$ cat src/sks_pkg.sv
// Package for the smallest-k selector: cell operation codes and the
// control word that the top level broadcasts to the cell chain.
// No dependencies.
package sks_pkg;

    localparam int SAMPLE_W = 32;
    localparam int COUNT_W  = 5;

    // Operation that every cell applies in a cycle
    typedef enum logic [1:0] {
        MODE_HOLD    = 2'd0,
        MODE_INSERT  = 2'd1,
        MODE_REPLACE = 2'd2,
        MODE_SHIFT   = 2'd3
    } t_mode;

    // Broadcast control word for the cell chain
    typedef struct packed {
        t_mode                       mode;
        logic signed [SAMPLE_W-1:0]  sample;
    } t_cell_ctl;

endpackage

$ cat src/smallest_k_selector_unit.sv
// Top level of the smallest-k selector: control, output word register and
// the chain of sks_cell instances. Depends on sks_pkg and sks_cell.
//
// Usage:
//   Input words (i_sample, i_final_item) arrive on i_in_valid/o_in_ready.
//   Result words (o_kept_value, o_last_out, o_empty_set) leave on
//   o_out_valid/i_out_ready. i_cfg_we writes keep_count (reset value 16);
//   counts above MAX_KEEP act as MAX_KEEP.
//   While a set is loading, one sample is taken every cycle: each cell
//   compares it with its own value and the chain inserts it in sorted
//   order; once k are kept, it drops the largest of those values and
//   the sample. After the final word of a set the block passes through
//   a decide state, then shifts out the (kept - k) surplus large values,
//   then emits k words largest first, one per cycle while i_out_ready is
//   high. An empty answer is one word, loaded after the decide state.
//   Input is not taken while results of a set are pending; a stalled
//   receiver holds the output register and the chain in place.
//   Reset clears the kept count and control state; the next set can start
//   in the cycle after the last result word is loaded.
module smallest_k_selector_unit
    import sks_pkg::*;
#(
    parameter int MAX_KEEP = 16
) (
    input  logic                       i_clk,
    input  logic                       i_rst_n,
    input  logic                       i_in_valid,
    output logic                       o_in_ready,
    input  logic signed [SAMPLE_W-1:0] i_sample,
    input  logic                       i_final_item,
    output logic                       o_out_valid,
    input  logic                       i_out_ready,
    output logic signed [SAMPLE_W-1:0] o_kept_value,
    output logic                       o_last_out,
    output logic                       o_empty_set,
    input  logic                       i_cfg_we,
    input  logic [COUNT_W-1:0]         i_cfg_keep_count
);

    localparam int CW = $clog2(MAX_KEEP + 1);
    localparam int EW = (CW > COUNT_W) ? CW : COUNT_W;

    typedef enum logic [4:0] {
        ST_LOAD   = 5'b00001,
        ST_DECIDE = 5'b00010,
        ST_SKIP   = 5'b00100,
        ST_EMIT   = 5'b01000,
        ST_EMPTY  = 5'b10000
    } t_state;

    t_state                     r_state, n_state;
    logic [CW-1:0]              r_cnt, n_cnt;
    logic [CW-1:0]              r_left, n_left;
    logic [COUNT_W-1:0]         r_keep_count;
    logic                       r_out_valid;
    logic signed [SAMPLE_W-1:0] r_kept_value;
    logic                       r_last_out;
    logic                       r_empty_set;

    logic                       in_accept;
    logic                       out_free;
    logic                       out_load;
    logic signed [SAMPLE_W-1:0] load_value;
    logic                       load_last;
    logic                       load_empty;
    logic [CW-1:0]              k_eff;
    logic [EW-1:0]              keep_ext;
    t_cell_ctl                  ctl;

    logic [MAX_KEEP-1:0]        w_above;
    logic signed [SAMPLE_W-1:0] w_val [MAX_KEEP];

    // clamp the configured count to the chain length
    assign keep_ext = EW'(r_keep_count);
    assign k_eff    = (keep_ext > EW'(MAX_KEEP)) ? CW'(MAX_KEEP) : CW'(keep_ext);

    assign o_in_ready = (r_state == ST_LOAD);
    assign in_accept  = i_in_valid && o_in_ready;
    assign out_free   = !r_out_valid || i_out_ready;

    // sequence loading, surplus drop and emission
    always_comb begin
        n_state    = r_state;
        n_cnt      = r_cnt;
        n_left     = r_left;
        ctl.mode   = MODE_HOLD;
        ctl.sample = i_sample;
        out_load   = 1'b0;
        load_value = w_val[0];
        load_last  = 1'b0;
        load_empty = 1'b0;
        case (r_state)
            ST_LOAD: begin
                if (in_accept) begin
                    if (r_cnt < k_eff) begin
                        ctl.mode = MODE_INSERT;
                        n_cnt    = r_cnt + CW'(1);
                    end else begin
                        ctl.mode = MODE_REPLACE;
                    end
                    if (i_final_item) begin
                        n_state = ST_DECIDE;
                    end
                end
            end
            ST_DECIDE: begin
                if (k_eff == '0 || r_cnt < k_eff) begin
                    n_state = ST_EMPTY;
                end else if (r_cnt > k_eff) begin
                    n_left  = r_cnt - k_eff;
                    n_state = ST_SKIP;
                end else begin
                    n_left  = k_eff;
                    n_state = ST_EMIT;
                end
            end
            ST_SKIP: begin
                ctl.mode = MODE_SHIFT;
                n_left   = r_left - CW'(1);
                if (r_left == CW'(1)) begin
                    n_left  = k_eff;
                    n_state = ST_EMIT;
                end
            end
            ST_EMIT: begin
                if (out_free) begin
                    ctl.mode  = MODE_SHIFT;
                    out_load  = 1'b1;
                    load_last = (r_left == CW'(1));
                    n_left    = r_left - CW'(1);
                    if (r_left == CW'(1)) begin
                        n_cnt   = '0;
                        n_state = ST_LOAD;
                    end
                end
            end
            ST_EMPTY: begin
                if (out_free) begin
                    out_load   = 1'b1;
                    load_value = '0;
                    load_last  = 1'b1;
                    load_empty = 1'b1;
                    n_cnt      = '0;
                    n_state    = ST_LOAD;
                end
            end
            default: begin
                n_state = ST_LOAD;
            end
        endcase
    end

    // control registers
    always_ff @(posedge i_clk) begin
        if (!i_rst_n) begin
            r_state      <= ST_LOAD;
            r_cnt        <= '0;
            r_left       <= '0;
            r_keep_count <= COUNT_W'(16);
            r_out_valid  <= 1'b0;
        end else begin
            r_state <= n_state;
            r_cnt   <= n_cnt;
            r_left  <= n_left;
            if (i_cfg_we) begin
                r_keep_count <= i_cfg_keep_count;
            end
            if (out_load) begin
                r_out_valid <= 1'b1;
            end else if (i_out_ready) begin
                r_out_valid <= 1'b0;
            end
        end
    end

    // hold the result word until taken
    always_ff @(posedge i_clk) begin
        if (out_load) begin
            r_kept_value <= load_value;
            r_last_out   <= load_last;
            r_empty_set  <= load_empty;
        end
    end

    assign o_out_valid  = r_out_valid;
    assign o_kept_value = r_kept_value;
    assign o_last_out   = r_last_out;
    assign o_empty_set  = r_empty_set;

    // sorted chain, largest value in cell 0
    genvar gi;
    generate
        for (gi = 0; gi < MAX_KEEP; gi++) begin : g_cell
            logic                       left_above;
            logic signed [SAMPLE_W-1:0] left_val;
            logic                       right_above;
            logic signed [SAMPLE_W-1:0] right_val;
            if (gi == 0) begin : g_first
                assign left_above = 1'b1;
                assign left_val   = '0;
            end else begin : g_mid_l
                assign left_above = w_above[gi-1];
                assign left_val   = w_val[gi-1];
            end
            if (gi == MAX_KEEP - 1) begin : g_last
                assign right_above = 1'b0;
                assign right_val   = '0;
            end else begin : g_mid_r
                assign right_above = w_above[gi+1];
                assign right_val   = w_val[gi+1];
            end
            sks_cell u_cell (
                .i_clk         (i_clk),
                .i_ctl         (ctl),
                .i_valid       (CW'(gi) < r_cnt),
                .i_left_above  (left_above),
                .i_left_val    (left_val),
                .i_right_above (right_above),
                .i_right_val   (right_val),
                .o_above       (w_above[gi]),
                .o_val         (w_val[gi])
            );
        end
    endgenerate

    // kept count never exceeds the chain
    a_cnt_bound: assert property (@(posedge i_clk) disable iff (!i_rst_n)
        r_cnt <= CW'(MAX_KEEP))
        else $error("kept count above chain length");

    // insert only while the chain has a free cell
    a_insert_room: assert property (@(posedge i_clk) disable iff (!i_rst_n)
        (in_accept && ctl.mode == MODE_INSERT) |-> (r_cnt < CW'(MAX_KEEP)))
        else $error("insert into full chain");

    // last word of a set returns to loading with an empty chain
    a_set_clear: assert property (@(posedge i_clk) disable iff (!i_rst_n)
        (out_load && load_last) |=> (r_cnt == '0 && r_state == ST_LOAD))
        else $error("chain not cleared after last word");

    // emitted values leave in descending order
    generate
        if (MAX_KEEP > 1) begin : g_order_chk
            a_desc: assert property (@(posedge i_clk) disable iff (!i_rst_n)
                (r_state == ST_EMIT && r_left > CW'(1)) |-> (w_val[0] >= w_val[1]))
                else $error("chain out of order during emission");
        end
    endgenerate

endmodule

$ cat src/sks_cell.sv
// One cell of the sorted chain: holds one kept value, largest in cell 0.
// Depends on sks_pkg.
module sks_cell
    import sks_pkg::*;
(
    input  logic                       i_clk,
    input  t_cell_ctl                  i_ctl,
    input  logic                       i_valid,
    input  logic                       i_left_above,
    input  logic signed [SAMPLE_W-1:0] i_left_val,
    input  logic                       i_right_above,
    input  logic signed [SAMPLE_W-1:0] i_right_val,
    output logic                       o_above,
    output logic signed [SAMPLE_W-1:0] o_val
);

    logic signed [SAMPLE_W-1:0] r_val;
    logic signed [SAMPLE_W-1:0] n_val;

    // flag a kept value that lies above the incoming sample
    assign o_above = i_valid && (r_val > i_ctl.sample);
    assign o_val   = r_val;

    // pick the next value from self, sample or a neighbor
    always_comb begin
        n_val = r_val;
        case (i_ctl.mode)
            MODE_INSERT: begin
                if (!o_above) begin
                    n_val = i_left_above ? i_ctl.sample : i_left_val;
                end
            end
            MODE_REPLACE: begin
                if (i_right_above) begin
                    n_val = i_right_val;
                end else if (o_above) begin
                    n_val = i_ctl.sample;
                end
            end
            MODE_SHIFT: begin
                n_val = i_right_val;
            end
            default: begin
                n_val = r_val;
            end
        endcase
    end

    always_ff @(posedge i_clk) begin
        r_val <= n_val;
    end

endmodule
$ cat config.mk
export PLATFORM = sky130hd
export DESIGN_NAME = smallest_k_selector_unit
export DESIGN_NICKNAME = d
export VERILOG_FILES = /design/src/sks_pkg.sv /design/src/smallest_k_selector_unit.sv /design/src/sks_cell.sv
export SDC_FILE = /design/constraint.sdc
export NUM_CORES = 2
export LEC_CHECK = 0
export BUFFER_PORTS_ARGS = -buffer_cell sky130_fd_sc_hd__buf_2
export CORE_AREA = 2 2 330 332
export CTS_BUF_LIST = sky130_fd_sc_hd__clkbuf_16
export CTS_CLUSTER_SIZE = 12
export DETAILED_ROUTE_END_ITERATION = 6
export DIE_AREA = 0 0 332 334
export PLACE_DENSITY_LB_ADDON = 0.12
export RECOVER_POWER = 50
export SLEW_MARGIN = 25
export SYNTH_ARGS = -nofsm -noshare
export SYNTH_HDL_FRONTEND = slang
export SYNTH_SLANG_ARGS = --single-unit
$ cat constraint.sdc
create_clock -name i_clk -period 15.2 [get_ports i_clk]
set_clock_uncertainty 0.1 [all_clocks]
set_input_delay 3.8 -clock i_clk [delete_from_list [all_inputs] [get_ports i_clk]]
set_output_delay 3.8 -clock i_clk [all_outputs]
set_load 0.1 [all_outputs]
-- Yosys cells after proc, flatten, opt, wreduce, memory -nomap -nowiden
Index checks and enable logic that the tools add are counted.
- order comparisons: 35
- $add $sub $neg: 3
- multiplexer cells: 81
- equal/unequal tests: 19
- reductions and logical operators: 31
- operators by type and width (kind ; number):
    32-bit case mux with 3 select lines ; 16
    32-bit 2-to-1 mux ; 34
    32-bit > comparator ; 16
    5-bit 2-to-1 mux ; 17
    4-bit by 5-bit < comparator with 1-bit output (first input constant) ; 8
    5-bit case mux with 3 select lines ; 2
    5-bit case mux with 5 select lines ; 1
    3-bit by 5-bit < comparator with 1-bit output (first input constant) ; 4
    1-bit logical AND ; 17
    2-bit != test (second input constant) ; 7
    6-bit AND reduction ; 2
    5-bit by 1-bit == test with 1-bit output (second input constant) ; 2
    1-bit by 5-bit < comparator with 1-bit output (first input constant) ; 2
    2-bit by 5-bit < comparator with 1-bit output (first input constant) ; 2
    3-bit nonzero test ; 3
    2-bit 2-to-1 mux ; 3
    2-bit by 1-bit != test with 1-bit output (second input constant) ; 3
    2-bit case mux with 3 select lines ; 1
    5-bit by 1-bit adder with 5-bit output (second input constant) ; 1
    5-bit by 2-bit == test with 1-bit output (second input constant) ; 1
    5-bit by 3-bit == test with 1-bit output (second input constant) ; 1
    5-bit by 4-bit == test with 1-bit output (second input constant) ; 1
    5-bit == test (second input constant) ; 1
    5-bit > comparator ; 1
    other kinds (16) ; 23
- output and inout bits: 36
- word-level logic and storage cells: 193
- input port bits: 43
- flip-flop bits (word level): 567

-- Logic depth before layout (Yosys ltp)
- depth in word-level cells: 9
- gate-level depth with buffers: 16
- depth with buffers taken out: 12

-- Hierarchy
From an unflattened synthesis, not the netlist that was laid out.
- cells, all modules: 5120
- area, all modules: 44455.1 µm²
- by module, submodules not included (module ; times used ; seq. area each (µm²) ; cells each ; area each (µm²)):
    sks_cell ; 16 ; 960.9 ; 303 ; 2601.2
    smallest_k_selector_unit ; 1 ; 1441.4 ; 272 ; 2835.2

-- Least setup slack after synthesis
OpenSTA, ideal clock, no wires.
- path type: in2reg
- from: input port i_out_ready
- to: register g_cell[0].u_cell.r_val[0] (enable)
- path slack: -0.466 ns
- buffers on the path: 2
- arrival: 15.175 ns
- stages: 6
- library setup time: 0.391 ns
- required time: 14.709 ns
- path through: nand2b_1 > a21oi_1 > buf_2 > buf_1 > nand2_1 > o21a_1
- longest elaborated chain between the ends: 6
- elaborated cells between the ends (all ways): 9
- those cells by class: eq/ne: 4; mux: 2; reduce/logical: 3
- RTL lines (element ; line ; source):
    start, declared ; smallest_k_selector_unit.sv:32 ; input logic i_out_ready,
    1-bit logical OR * ; smallest_k_selector_unit.sv:79 ; assign out_free = !r_out_valid || i_out_ready;
    2-bit 2-to-1 mux * ; smallest_k_selector_unit.sv:126 ; if (out_free) begin
    2-bit case mux with 3 select lines * ; smallest_k_selector_unit.sv:92 ; case (r_state)
    2-bit by 1-bit == test with 1-bit output / 2-bit == test (equally long branches) ; sks_cell.sv:27 ; case (i_ctl.mode)
    2-bit != test (no line) / 3-bit nonzero test (equally long branches) ; -- ;
    2-bit AND reduction (no line) * ; -- ;
    end signal, assigned ; sks_cell.sv:50 ; r_val <= n_val;
    end, declared ; sks_cell.sv:17 ; logic signed [SAMPLE_W-1:0] r_val;
Mark *: on every way between the ends. The rest lies on a longest branch, timed or not.
A chain may end at the register's enable or synchronous reset.

-- Worst setup path after layout
- from: input port i_out_ready
- to: register g_cell[6].u_cell.r_val[11] (enable)
- longest elaborated chain between the ends: 5
- elaborated cells between the ends (all ways): 7
- those cells by class: eq/ne: 3; mux: 2; reduce/logical: 2
- RTL lines (element ; line):
    1-bit logical OR * ; smallest_k_selector_unit.sv:79
    2-bit 2-to-1 mux * ; smallest_k_selector_unit.sv:126
    2-bit case mux with 3 select lines * ; smallest_k_selector_unit.sv:92
    2-bit by 1-bit == test with 1-bit output / 2-bit == test (equally long branches) ; sks_cell.sv:27
    3-bit nonzero test (no line) * ; --
    end signal, assigned ; sks_cell.sv:50
    end, declared ; sks_cell.sv:17
Marks and branches as above.

==> key figures <==
Final layout
  – Fin util: 48.0%
  – P&R area growth vs syn: 8.01%
  – Most frequent cells in the layout: 546 x edfxtp_1, 519 x ha_1, 411 x o21ai_0, 367 x a21oi_1, 346 x mux2i_1
  – Commonest non-fill, non-tap cell in the layout: edfxtp_1
  – Fin nets: 5325
  – Filler instances: 10167
  – Layout cells sized above 1: 11.3%

Setup path
  – Crit Path Category: in2reg
  – Slowest stage delay, CP: 2.98 ns
  – Max stage delay cell, worst path: clkbuf_1
  – Crit path cell chain: buf_2, nand2b_1, a21oi_1, nand2_1, buf_12, clkbuf_1
  – Worst Setup Start Kind: input pin
  – Worst EP arrival: 10.44 ns
  – Worst path required time: 15.25 ns
  – CP Capture Type: flip-flop
  – Largest driver fanout on the critical path: 149

Clock tree
  – Clk Latency, worst-skew pair: 0.66 ns
  – Clk root buf: clkbuf_16
  – CTS tree: done
  – H-tree level count: 3
  – Clock slew at reported path FFs: 0.06 ns
  – Worst-case clock buffer depth: 3
  – Inserted Clock Buffers: 74
  – Setup bufs post-CTS: 0
  – Sink Count: 567
  – Post-CTS Resized: 0
  – Post-CTS Hold Buffers: 0

STA
  – RSZ-0062 raised after global routing: no
  – Final Hold Viols: 0
  – Shortest period the worst path allows: 10.39 ns
  – Final Max Tran Viols: 363
  – Final setup viols: 0
  – Slew headroom: -178%
  – Post-route clock period utilization: 68.3%
  – F_max: 0.0963 GHz
  – Least-Margin Pin Slew: 4.17 ns
  – Total Neg Setup Slack: 0 ns

GRT
  – Initial antenna violation count: 8
  – GRT Util Overall: 33.0%
  – Grt ovf: 0
  – Largest net degree at the start of global routing: 150
  – Number of global-route vias before repair: 40871
  – First-pass GRT wire length: 276000 µm

Synthesis
  – Synth warn: 0
  – EDFF count, synth: 546
  – Synth Flop Type: edfxtp_1
  – Post-synth net total: 5435
  – Seq/Total Area, Yosys: 35.1%
  – Mean post-synth cell area: 9.84 µm²
  – Seq cells post-synth: 567
  – Post-Syn Area: 47900 µm²
  – Async SR Flop Fraction: 0%
  – Post-synth cell types: 85
  – Synth Instances: 4871

Die
  – DIE AREA: 111000 µm²
  – Die width: 332 µm
  – Row cnt: 121
  – Die Ht: 334 µm
  – Core area: 108000 µm²
  – Boundary Pins: 79
  – Starting Density: 44.5%

Min path
  – Hold Path Class: reg2reg

Placement
  – Dpl hpwl: 128000 µm
  – Routability cong.: 0.920
  – IO buf count: 78

Route
  – Via count: 42412
  – Initial drt markers: 4462
  – Antenna-violating nets left: 0
  – Total Wirelength: 189000 µm
  – First-pass DRT Iterations: 7
  – DR vias/cell: 6.80
  – Residual DRC: 8
  – DR WL/cell: 30.3 µm

Status
  – Outcome: finished, violations left
  – Failing checks: DRC, capacitance limit, slew limit

Power and ir drop
  – Leak pwr: 21.6 nW
  – Power Total: 0.00713 W
  – Maximum VDD drop: 0.0840 mV
  – P per Cell Area: 138 nW/µm²

Run
  – Max cap viols: 7
## synthesized netlist by cell type, types with 103 or more instances
master    number  share of area, %
a21oi_1      369               3.9
mux2_2       223               5.2
a22oi_1      157               2.5
o21ai_1      110               1.1
nand4_1      114               1.5
a221o_1      136               2.8
nor2_1       270               2.1
nand2_1      346               2.7
clkbuf_1     245               1.9
edfxtp_1     546                34
mux2i_1      349               7.3
ha_1         520                14
o21ai_0      412               4.3
buf_2        103               1.1
## metrics by stage
step / instances / worst slack [ns] / hold slack (ns) / instance area, µm²
5_1_grt: 6230 / 4.47 / 0.454 / 51700
3_3_place_gp: 6098 / 5.77 / 0.408 / 49500
3_5_place_dp: 6098 / 5.68 / 0.415 / 49600
4_1_cts: 6229 / 6.35 / 0.428 / 51800
2_1_floorplan: 4871 / 3.85 / 0.367 / 47900
6_report: 6235 / 4.81 / 0.424 / 51800
## worst max-delay path: cells and delay by family
kind                   cells  cell delay (ns)
AOI/OAI and AO/OA          1             0.29
buffers and inverters      3             3.70
and+or+nand+nor            2             2.32
## power breakdown
group	total [W]	switching [W]	internal, W
combinational	0.00257	0.00153	0.00104
clock	0.00174	0.000758	0.000977
sequential	0.00283	0.000505	0.00232
total	0.00713	0.00279	0.00434
## kinds of logic after synthesis
family,Yosys count,share of synthesized area [%]
AOI/OAI and AO/OA,1747,24.4
xor gates and xnor gates,10,0.183
adders and majority gates,521,13.6
buffers and inverters,453,4.14
DFF,567,35.1
muxes,590,13.0
and+or+nand+nor,983,9.56
## routing by layer
layer  GRT usage, %  up-vias  share of wire, %
li1               -    19100                 -
met1           41.4    20938                40
met2           54.4     1926                47
met3           7.51      442               8.5
met4           14.1        6               4.8
met5              0        -             0.024
## sequential cells by signal, indices dropped and copies added (netlist names)
signal / count
r_left: 5
g_cell.u_cell.o_val: 512
keep_ext: 5
o_empty_set: 1
r_cnt: 5
o_kept_value: 32
o_out_valid: 1
o_last_out: 1
r_state: 5
## path summary, 6_finish.rpt
path                                          endpoint  slack, ns                startpoint  cells past startpoint
setup / recovery  g_cell[6].u_cell.o_val[11]$_DFFE_PP_       4.81               i_out_ready                      6
hold reg to reg               keep_ext[0]$_SDFFE_PN0P_       0.42  keep_ext[0]$_SDFFE_PN0P_                      2
hold / removal                keep_ext[0]$_SDFFE_PN0P_       0.42  keep_ext[0]$_SDFFE_PN0P_                      2
setup reg to reg  g_cell[6].u_cell.o_val[11]$_DFFE_PP_       7.03   r_state[1]$_SDFFE_PN0P_                      7
## area by class of cell
| cell class | instances | area [µm²] | area share, % |
|---|---|---|---|
| multi-input combinational | 3851 | 29400 | 56.7 |
| sequential | 567 | 16800 | 32.5 |
| clock buffer | 75 | 1880 | 3.63 |
| tap | 1414 | 1770 | 3.42 |
| timing repair buffer | 199 | 1270 | 2.45 |
| clock inverter | 56 | 392 | 0.757 |
| inverter | 68 | 255 | 0.493 |
| antenna | 5 | 12.5 | 0.0242 |
Note: power is estimated with default switching activity, not from simulation.
